===== src/sbr_ram.sv =====
// Generic single-port-write, single-port-read RAM with registered read data.
module sbr_ram #(
    parameter int WIDTH = 8,
    parameter int DEPTH = 16
) (
    input  logic                     clk,
    input  logic                     wr_en,
    input  logic [$clog2(DEPTH)-1:0] wr_addr,
    input  logic [WIDTH-1:0]         wr_data,
    input  logic                     rd_en,
    input  logic [$clog2(DEPTH)-1:0] rd_addr,
    output logic [WIDTH-1:0]         rd_data
);

    logic [WIDTH-1:0] mem [DEPTH];

    always_ff @(posedge clk)
    begin
        if (wr_en)
        begin
            mem[wr_addr] <= wr_data;
        end
        if (rd_en)
        begin
            rd_data <= mem[rd_addr];
        end
    end

endmodule


===== config.mk =====
export PLATFORM = sky130hd
export DESIGN_NAME = sbr_ram
export DESIGN_NICKNAME = d
export VERILOG_FILES = /design/src/sbr_ram.sv
export SDC_FILE = /design/constraint.sdc
export NUM_CORES = 1
export LEC_CHECK = 0
export ABC_AREA = 0
export BUFFER_PORTS_ARGS = -buffer_cell sky130_fd_sc_hd__clkbuf_2
export CORE_MARGIN = 2
export CORE_UTILIZATION = 45
export CTS_BUF_LIST = sky130_fd_sc_hd__clkbuf_8 sky130_fd_sc_hd__clkbuf_16
export DETAILED_ROUTE_END_ITERATION = 12
export HOLD_SLACK_MARGIN = 0.03
export SLEW_MARGIN = 15
export SYNTH_ARGS = -nofsm -noshare
export SYNTH_HDL_FRONTEND = slang
export SYNTH_SLANG_ARGS = --single-unit

===== constraint.sdc =====
create_clock -name clk -period 1.8 [get_ports clk]
set_input_delay 0.45 -clock clk [delete_from_list [all_inputs] [get_ports clk]]
set_output_delay 0.45 -clock clk [all_outputs]
set_load 0.1 [all_outputs]

==> Word level (Yosys, flattened, before mapping) <==
Memories as Yosys holds them, arrays and structs flattened. A register that Yosys moved wholly into a read port is not among the register bits.
Index checks and enable logic that the tools add are counted.
{ "totals": {"output_inout_bits": 8, "word_cells": 3, "regBits": 0, "in_bits": 19, "memories": 1, "ram_bits": 128} }
{ "memory_table": {"columns": ["memory", "words", "width", "read_ports", "rd_ports_with_merged_regs", "write_ports", "line", "text"], "rows": [
  ["mem", 16, 8, 1, 1, 1, "15", "logic [WIDTH-1:0] mem [DEPTH];"]
]} }
{ "op_classes": {"n_mux": 2} }
{ "ops": {"columns": ["cell", "count"], "rows": [
  ["$mux 1", 2]
]} }

==> Depth between registers and ports, before layout <==
Gate-level depths: netlist of the first run.
{ "logic_depth": {"word_depth": 2, "depth_mapped": 5, "ltp_nobuf": 3} }

==> Least setup slack after synthesis of the first run <==
OpenSTA, ideal clock, no wires.
{ "synth_path": {"kind": "in2reg", "from": "in wr_addr[2]", "to": "mem mem[0][0] (enable)", "arrival_ps": 1560, "setup_slack_ps": -143, "path_buffers": 0, "setup_time_ps": 383, "stages": 2, "required_time_ps": 1417, "path_cell_list": "or3b_2 > nor3_1"} }
{ "synth_rtl": {"columns": ["item", "line", "text"], "rows": [
  ["from (decl)", "8", "input logic [$clog2(DEPTH)-1:0] wr_addr,"],
  ["to (decl)", "15", null]
]} }
No word-level cell before the write port.

==> Worst setup path in the final report of the first run <==
{ "layout_path": {"from": "reg rd_data[7] (read register of mem)", "to": "out rd_data[7]"} }
{ "layout_rtl": {"columns": ["item", "line", "text"], "rows": [
  ["from (decl)", "12", "output logic [WIDTH-1:0] rd_data"]
]} }
No word-level cell between the ends.

==> results of run 1 <==
[worst paths after layout]
check                                start    endpoint  slack, ps  cells after the start
worst max-delay path            rd_data[7]  rd_data[7]         90                      1
worst min-delay path                 rd_en  rd_data[0]        440                      1
worst max register to register   mem[8][7]  rd_data[7]        340                      3
worst min register to register  mem[15][4]  rd_data[4]        750                      3
[flip-flops by register name, indices dropped and copies added, names as in the netlist]
signal,flops
mem,128
rd_data,8
[metal layers]
metal  vias up  wire (µm)
met5         -          0
met4         0        153
met2        55       4820
li1       1110          -
met1      1282       4410
met3        14        463
[Yosys cell counts]
master	instances	share of area [%]
nor2b_1	1	0.12
and2_1	1	0.12
buf_2	3	0.29
or3b_2	1	0.17
buf_4	1	0.14
nor2_1	13	0.93
nand2_1	9	0.65
and2b_1	1	0.14
edfxtp_1	136	78
buf_6	3	0.65
mux4_1	14	7.0
nand2b_1	2	0.24
mux4_2	18	7.8
nand3b_1	2	0.29
a22oi_1	16	2.3
clkdlybuf4s25_2	3	0.57
nor3_1	4	0.38
nand3_1	1	0.096
[power groups by stage]
stage	sequential, mW	combinational [mW]	clock (mW)
6_report	3.59	0.456	3.37
5_1_grt	3.59	0.488	3.55
4_1_cts	3.59	0.465	3.42
3_5_place_dp	3.65	0.464	0
3_3_place_gp	3.65	0.461	0
2_1_floorplan	3.76	0.180	0
[per-stage QoR]
step           TNS (ps)  hold WS, ps  std cells
6_report              0          444        446
5_1_grt               0          439        446
4_1_cts               0          433        446
3_5_place_dp      -1750          737        415
3_3_place_gp      -1680          731        415
2_1_floorplan         0          549        229
[kinds of logic after synthesis]
group                  after synthesis  share of synthesized area (%)
buffers and inverters               10                           1.65
AOI/OAI and AO/OA                   16                           2.30
DFF                                136                           78.1
and+or+nand+nor                     35                           3.14
muxes                               32                           14.8
[layout make-up]
class	count	share of cell area [%]
tap	143	2.84
clock inverter	14	2.52
clock buffer	17	6.75
sequential	136	64.8
multi-input combinational	83	16.8
timing repair buffer	53	6.27
==> flow_metrics.py, run 1 <==
metrics = {
    "clocking": {
        "clk_pin_slew_ps": 60,
        "cts-root-buf": "clkbuf_16",
        "numCtsBuffers": 17,
        "post_cts_resize_count": 0,
        "clock_latency_ps": 410,
        "post_cts_buffers": 0,
        "htreeDepth": 4,
        "cts.sinks": 136,
        "hold_buffers": 0,
        "tritoncts": "done",
        "cts_buffer_depth": 2,
    },
    "worst_setup_path": {
        "cp_num_buf_inv": 1,
        "worstPathArrival_ps": 1260,
        "endpoint_kind": "output port",
        "crit_path_cell_trace": "clkbuf_2",
        "required_ps": 1350,
        "worst-setup-path-type": "flip-flop to output port",
        "worstPathMaxFanout": 1,
        "cp-start-kind": "flip-flop",
        "critPathMaxStageDelay_ps": 480,
        "crit_family": "buffers and inverters",
        "crit_slowest_cell": "clkbuf_2",
    },
    "route": {
        "first_iter_violations": 167,
        "ant_nets": 0,
        "routedWlPerCell_um": 22.1,
        "drc": 0,
        "avgViaCountPerCell": 5.52,
        "dr.pass1.iters": 4,
        "num_vias": 2461,
        "drt_wl_total_mm": 9.84,
    },
    "floorplan": {
        "initial_utilization_pct": 46.0,
        "dieArea_mm2": 0.0125,
        "rows": 39,
        "die_y_um": 112,
        "ios": 27,
        "die_w_um": 112,
        "core_mm2": 0.0114,
    },
    "timing": {
        "finalSetupViolations": 0,
        "rsz0062_at_grt": "false",
        "slew_headroom_pct": 52.5,
        "worst_slew_pin_slew_ps": 711,
        "fin_worst_skew_ps": 4.69,
        "layout_worst_path_cycle_share_pct": 95.0,
        "fin_ws_ps": 89.9,
        "slew_violations": 0,
        "min_period_ps": 1710,
        "final_hold_viol_count": 0,
        "max_freq_mhz": 585,
    },
    "global_routing": {
        "grt_pass1_wl_mm": 15.3,
        "globalRouteMet1Util_pct": 23.3,
        "grt_pass1_vias": 2613,
        "antenna_found_initial": 0,
        "grt_busiest_layer": "met2",
        "grt_start_max_net_pins": 28,
        "use_met3_pct": 5.23,
        "overflow": 0,
        "grt_usage_pct": 17.2,
        "use_met2_pct": 26.5,
    },
    "finish": {
        "multiInputGateArea_mm2": 0.00106,
        "drive_gt1_share_pct": 33.7,
        "final_nets": 310,
        "final_area_mm2": 0.00630,
        "seqCellArea_mm2": 0.00408,
        "layout_common_cells": "edfxtp_1 (136), clkbuf_2 (26), buf_4 (22), mux4_2 (18), clkbuf_16 (17)",
        "syn_to_final_growth_pct": 20.6,
        "fin_util_pct": 55.5,
        "diodes": 0,
        "layout.cells.most_common": "edfxtp_1",
        "fillers": 870,
    },
    "worst_hold_path": {
        "hp-class": "input pin to flip-flop",
    },
    "power": {
        "power_frac_seq_pct": 48.4,
        "finalPower_mw": 7.42,
        "power_density_mw_per_mm2": 1180,
        "power.internal_mw": 5.88,
        "ir_worst_vdd_v": 0.000526,
        "leakagePower_nw": 2.15,
        "p_comb_share_pct": 6.1,
        "switching_power_mw": 1.54,
        "switching_share_pct": 20.7,
        "p_clk_share_pct": 45.5,
    },
    "place": {
        "dp_hpwl_mm": 6.38,
        "dpl_cell_area_mm2": 0.00572,
        "post-place-ws_ps": -266,
        "gp_congestion": 0.681,
        "portBuffers": 26,
    },
    "synthesis": {
        "syn_nets": 248,
        "syn_inst": 229,
        "synth_seq_cells": 136,
        "synth_area_mm2": 0.00523,
        "synth_cell_types": 18,
        "synth.avg_cell_area_um2": 22.8,
        "seq_area_frac_synth_pct": 78.1,
        "yosys_warnings": 0,
    },
    "outcome": {
        "outcome": "completed",
    },
    "flow_run": {
        "drv_cap": 0,
    },
}
Power figures use the tool's default switching activity.
==> inputs of run 2 (changes only) <==
--- a/config.mk
+++ b/config.mk
@@ -16,3 +16,4 @@
 export SYNTH_ARGS = -nofsm -noshare
 export SYNTH_HDL_FRONTEND = slang
 export SYNTH_SLANG_ARGS = --single-unit
+export TNS_END_PERCENT = 30
==> constraint.sdc (replaced) <==
create_clock -name clk -period 2 [get_ports clk]
set_input_delay 0.5 -clock clk [delete_from_list [all_inputs] [get_ports clk]]
set_output_delay 0.5 -clock clk [all_outputs]
set_load 0.1 [all_outputs]
==> run 2 against run 1 <==
Effect of this change: die area is the same; critical endpoint is now rd_data[5]; combinational power decreased by 11%; sequential share of layout area decreased by 0.43 points; routed wire length rose by 7.3%; critical path type unchanged; hold slack improved by 55 ps; largest cell class unchanged; critical path depth unchanged; clock-buffer cell count did not move; clock skew is 8.2 ps higher; utilization is 0.37 points higher; power fell by 4.0%.
==> flow_metrics.py, run 2 (synthesized netlist as in run 1, its figures left out) <==
metrics = {
    "outcome": {
        "outcome": "completed",
    },
    "place": {
        "dp_cells": 412,
        "gp_congestion": 0.732,
        "post-place-ws_ps": -62.5,
        "dp_hpwl_mm": 6.45,
        "portBuffers": 26,
    },
    "worst_setup_path": {
        "worstPathArrival_ps": 1260,
        "crit_family": "buffers and inverters",
        "r2r_slack_ps": 530,
        "required_ps": 1500,
        "reg2regPathDepth": 3,
        "r2r_start": "mem[1][5]",
        "endpoint_kind": "output port",
        "worst-setup-path-type": "flip-flop to output port",
        "r2r_end": "rd_data[5]",
        "crit_cells": 1,
        "cp_num_buf_inv": 1,
        "critPathMaxStageDelay_ps": 480,
        "worstPathMaxFanout": 1,
        "cp-start-kind": "flip-flop",
        "crit_slowest_cell": "clkbuf_2",
        "crit_path_cell_trace": "clkbuf_2",
    },
    "floorplan": {
        "core_mm2": 0.0114,
        "die_w_um": 112,
        "rows": 39,
        "dieArea_mm2": 0.0125,
        "die_y_um": 112,
        "initial_utilization_pct": 46.0,
        "ios": 27,
    },
    "power": {
        "switching_power_mw": 1.34,
        "power.internal_mw": 5.78,
        "p_comb_share_pct": 5.7,
        "leakagePower_nw": 2.20,
        "power_density_mw_per_mm2": 1120,
        "power_frac_seq_pct": 45.4,
        "switching_share_pct": 18.8,
        "ir_worst_vdd_v": 0.000625,
        "p_clk_share_pct": 48.9,
    },
    "timing": {
        "fin_ws_ps": 244,
        "finalSetupViolations": 0,
        "fin_worst_skew_ps": 12.9,
        "worst_slew_pin_slew_ps": 556,
        "max_freq_mhz": 570,
        "final_hold_viol_count": 0,
        "min_period_ps": 1760,
        "slew_headroom_pct": 63.1,
        "slew_violations": 0,
        "rsz0062_at_grt": "false",
        "layout_worst_path_cycle_share_pct": 87.8,
        "setup_tns_ps": 0,
    },
    "flow_run": {
        "drv_cap": 0,
    },
    "global_routing": {
        "antenna_found_initial": 0,
        "grt_start_max_net_pins": 18,
        "grt_pass1_vias": 2547,
        "grt_pass1_wl_mm": 15.9,
        "overflow": 0,
        "grt_usage_pct": 18.1,
    },
    "clocking": {
        "cts.sinks": 136,
        "cts-root-buf": "clkbuf_16",
        "numCtsBuffers": 17,
        "tritoncts": "done",
        "htreeDepth": 4,
        "clk_pin_slew_ps": 50,
        "post_cts_resize_count": 0,
        "clock_latency_ps": 410,
        "cts_buffer_depth": 2,
        "post_cts_buffers": 0,
        "hold_buffers": 0,
    },
    "finish": {
        "layout_common_cells": "edfxtp_1 (136), clkbuf_2 (26), buf_4 (20), mux4_2 (18), clkbuf_16 (17)",
        "fillers": 839,
        "syn_to_final_growth_pct": 21.4,
        "top_register": "mem",
        "diodes": 0,
        "finalNonFillerCells": 444,
        "reg_top3": "mem: 128 flops, rd_data: 8 flops",
        "layout.cells.most_common": "edfxtp_1",
        "largest_reg_flops": 128,
        "drive_gt1_share_pct": 31.2,
        "final_nets": 307,
    },
    "worst_hold_path": {
        "min_from": "wr_data[2]",
        "hp-class": "input pin to flip-flop",
        "min_path_cells": 1,
        "whs_endpoint": "mem[12][2]",
    },
    "route": {
        "first_iter_violations": 255,
        "dr.pass1.iters": 4,
        "drc": 0,
        "drt_wl_total_mm": 10.6,
        "num_vias": 2452,
        "ant_nets": 0,
        "avgViaCountPerCell": 5.52,
        "routedWlPerCell_um": 23.8,
    },
}
==> run 2: cell types whose count changed in the layout (fill, tap and decap cells not counted), moves of 2 or more <==
cell / previous run / this run
buf_4: 22 / 20
bufinv_16: 3 / 7
clkinv_2: 3 / 1
clkinvlp_4: 5 / 0
inv_1: 0 / 5
==> run 2: final cells by class <==
| class | instances | area, µm² | area share [%] |
|---|---|---|---|
| clock buffers | 17 | 425 | 6.70 |
| clock inverters | 15 | 241 | 3.80 |
| multi-input cells | 83 | 1060 | 16.7 |
| flip-flops and latches | 136 | 4080 | 64.3 |
| well taps | 143 | 179 | 2.82 |
| repair buffers | 50 | 360 | 5.68 |
==> run 2: worst max path at each step <==
stage,end,slack (ps),startpoint
2_1_floorplan,mem[0][0],7,wr_addr[2]
3_3_place_gp,rd_data[4],-70,rd_addr[0]
3_5_place_dp,rd_data[0],-60,rd_addr[0]
4_1_cts,rd_data[5],210,rd_data[5]
5_1_grt,rd_data[5],190,rd_data[5]
6_report,rd_data[5],240,rd_data[5]
==> run 2: power by group through the flow <==
| stage | sequential (mW) | clock [mW] | combinational (mW) |
|---|---|---|---|
| 2_1_floorplan | 3.38 | 0 | 0.162 |
| 3_3_place_gp | 3.29 | 0 | 0.402 |
| 3_5_place_dp | 3.29 | 0 | 0.409 |
| 4_1_cts | 3.23 | 3.53 | 0.409 |
| 5_1_grt | 3.24 | 3.66 | 0.431 |
| 6_report | 3.23 | 3.48 | 0.404 |
==> run 2: worst register-to-register path: stages (launching register included) <==
cell and delay [ps]:
edfxtp_1 360, mux4_1 530, a22oi_1 250, nand2_1 80
==> run 2: routing by layer <==
metal,vias up,share of wire (%),GRT usage [%]
met3,4,6.4,5.23
met1,1282,43,25.8
met2,68,50,27.7
met5,-,0,0
met4,0,0.72,5.43
li1,1098,-,-
==> run 2: stage by stage <==
step / hold slack [ps] / area (µm²) / util [%] / power (mW)
finish: 499 / 6350 / 55.8 / 7.12
global route: 508 / 6350 / 55.8 / 7.33
CTS: 492 / 6350 / 55.8 / 7.17
detailed placement: 731 / 5680 / 50.0 / 3.70
global placement: 723 / 5680 / 50.0 / 3.69
floorplan: 599 / 5230 / - / 3.55
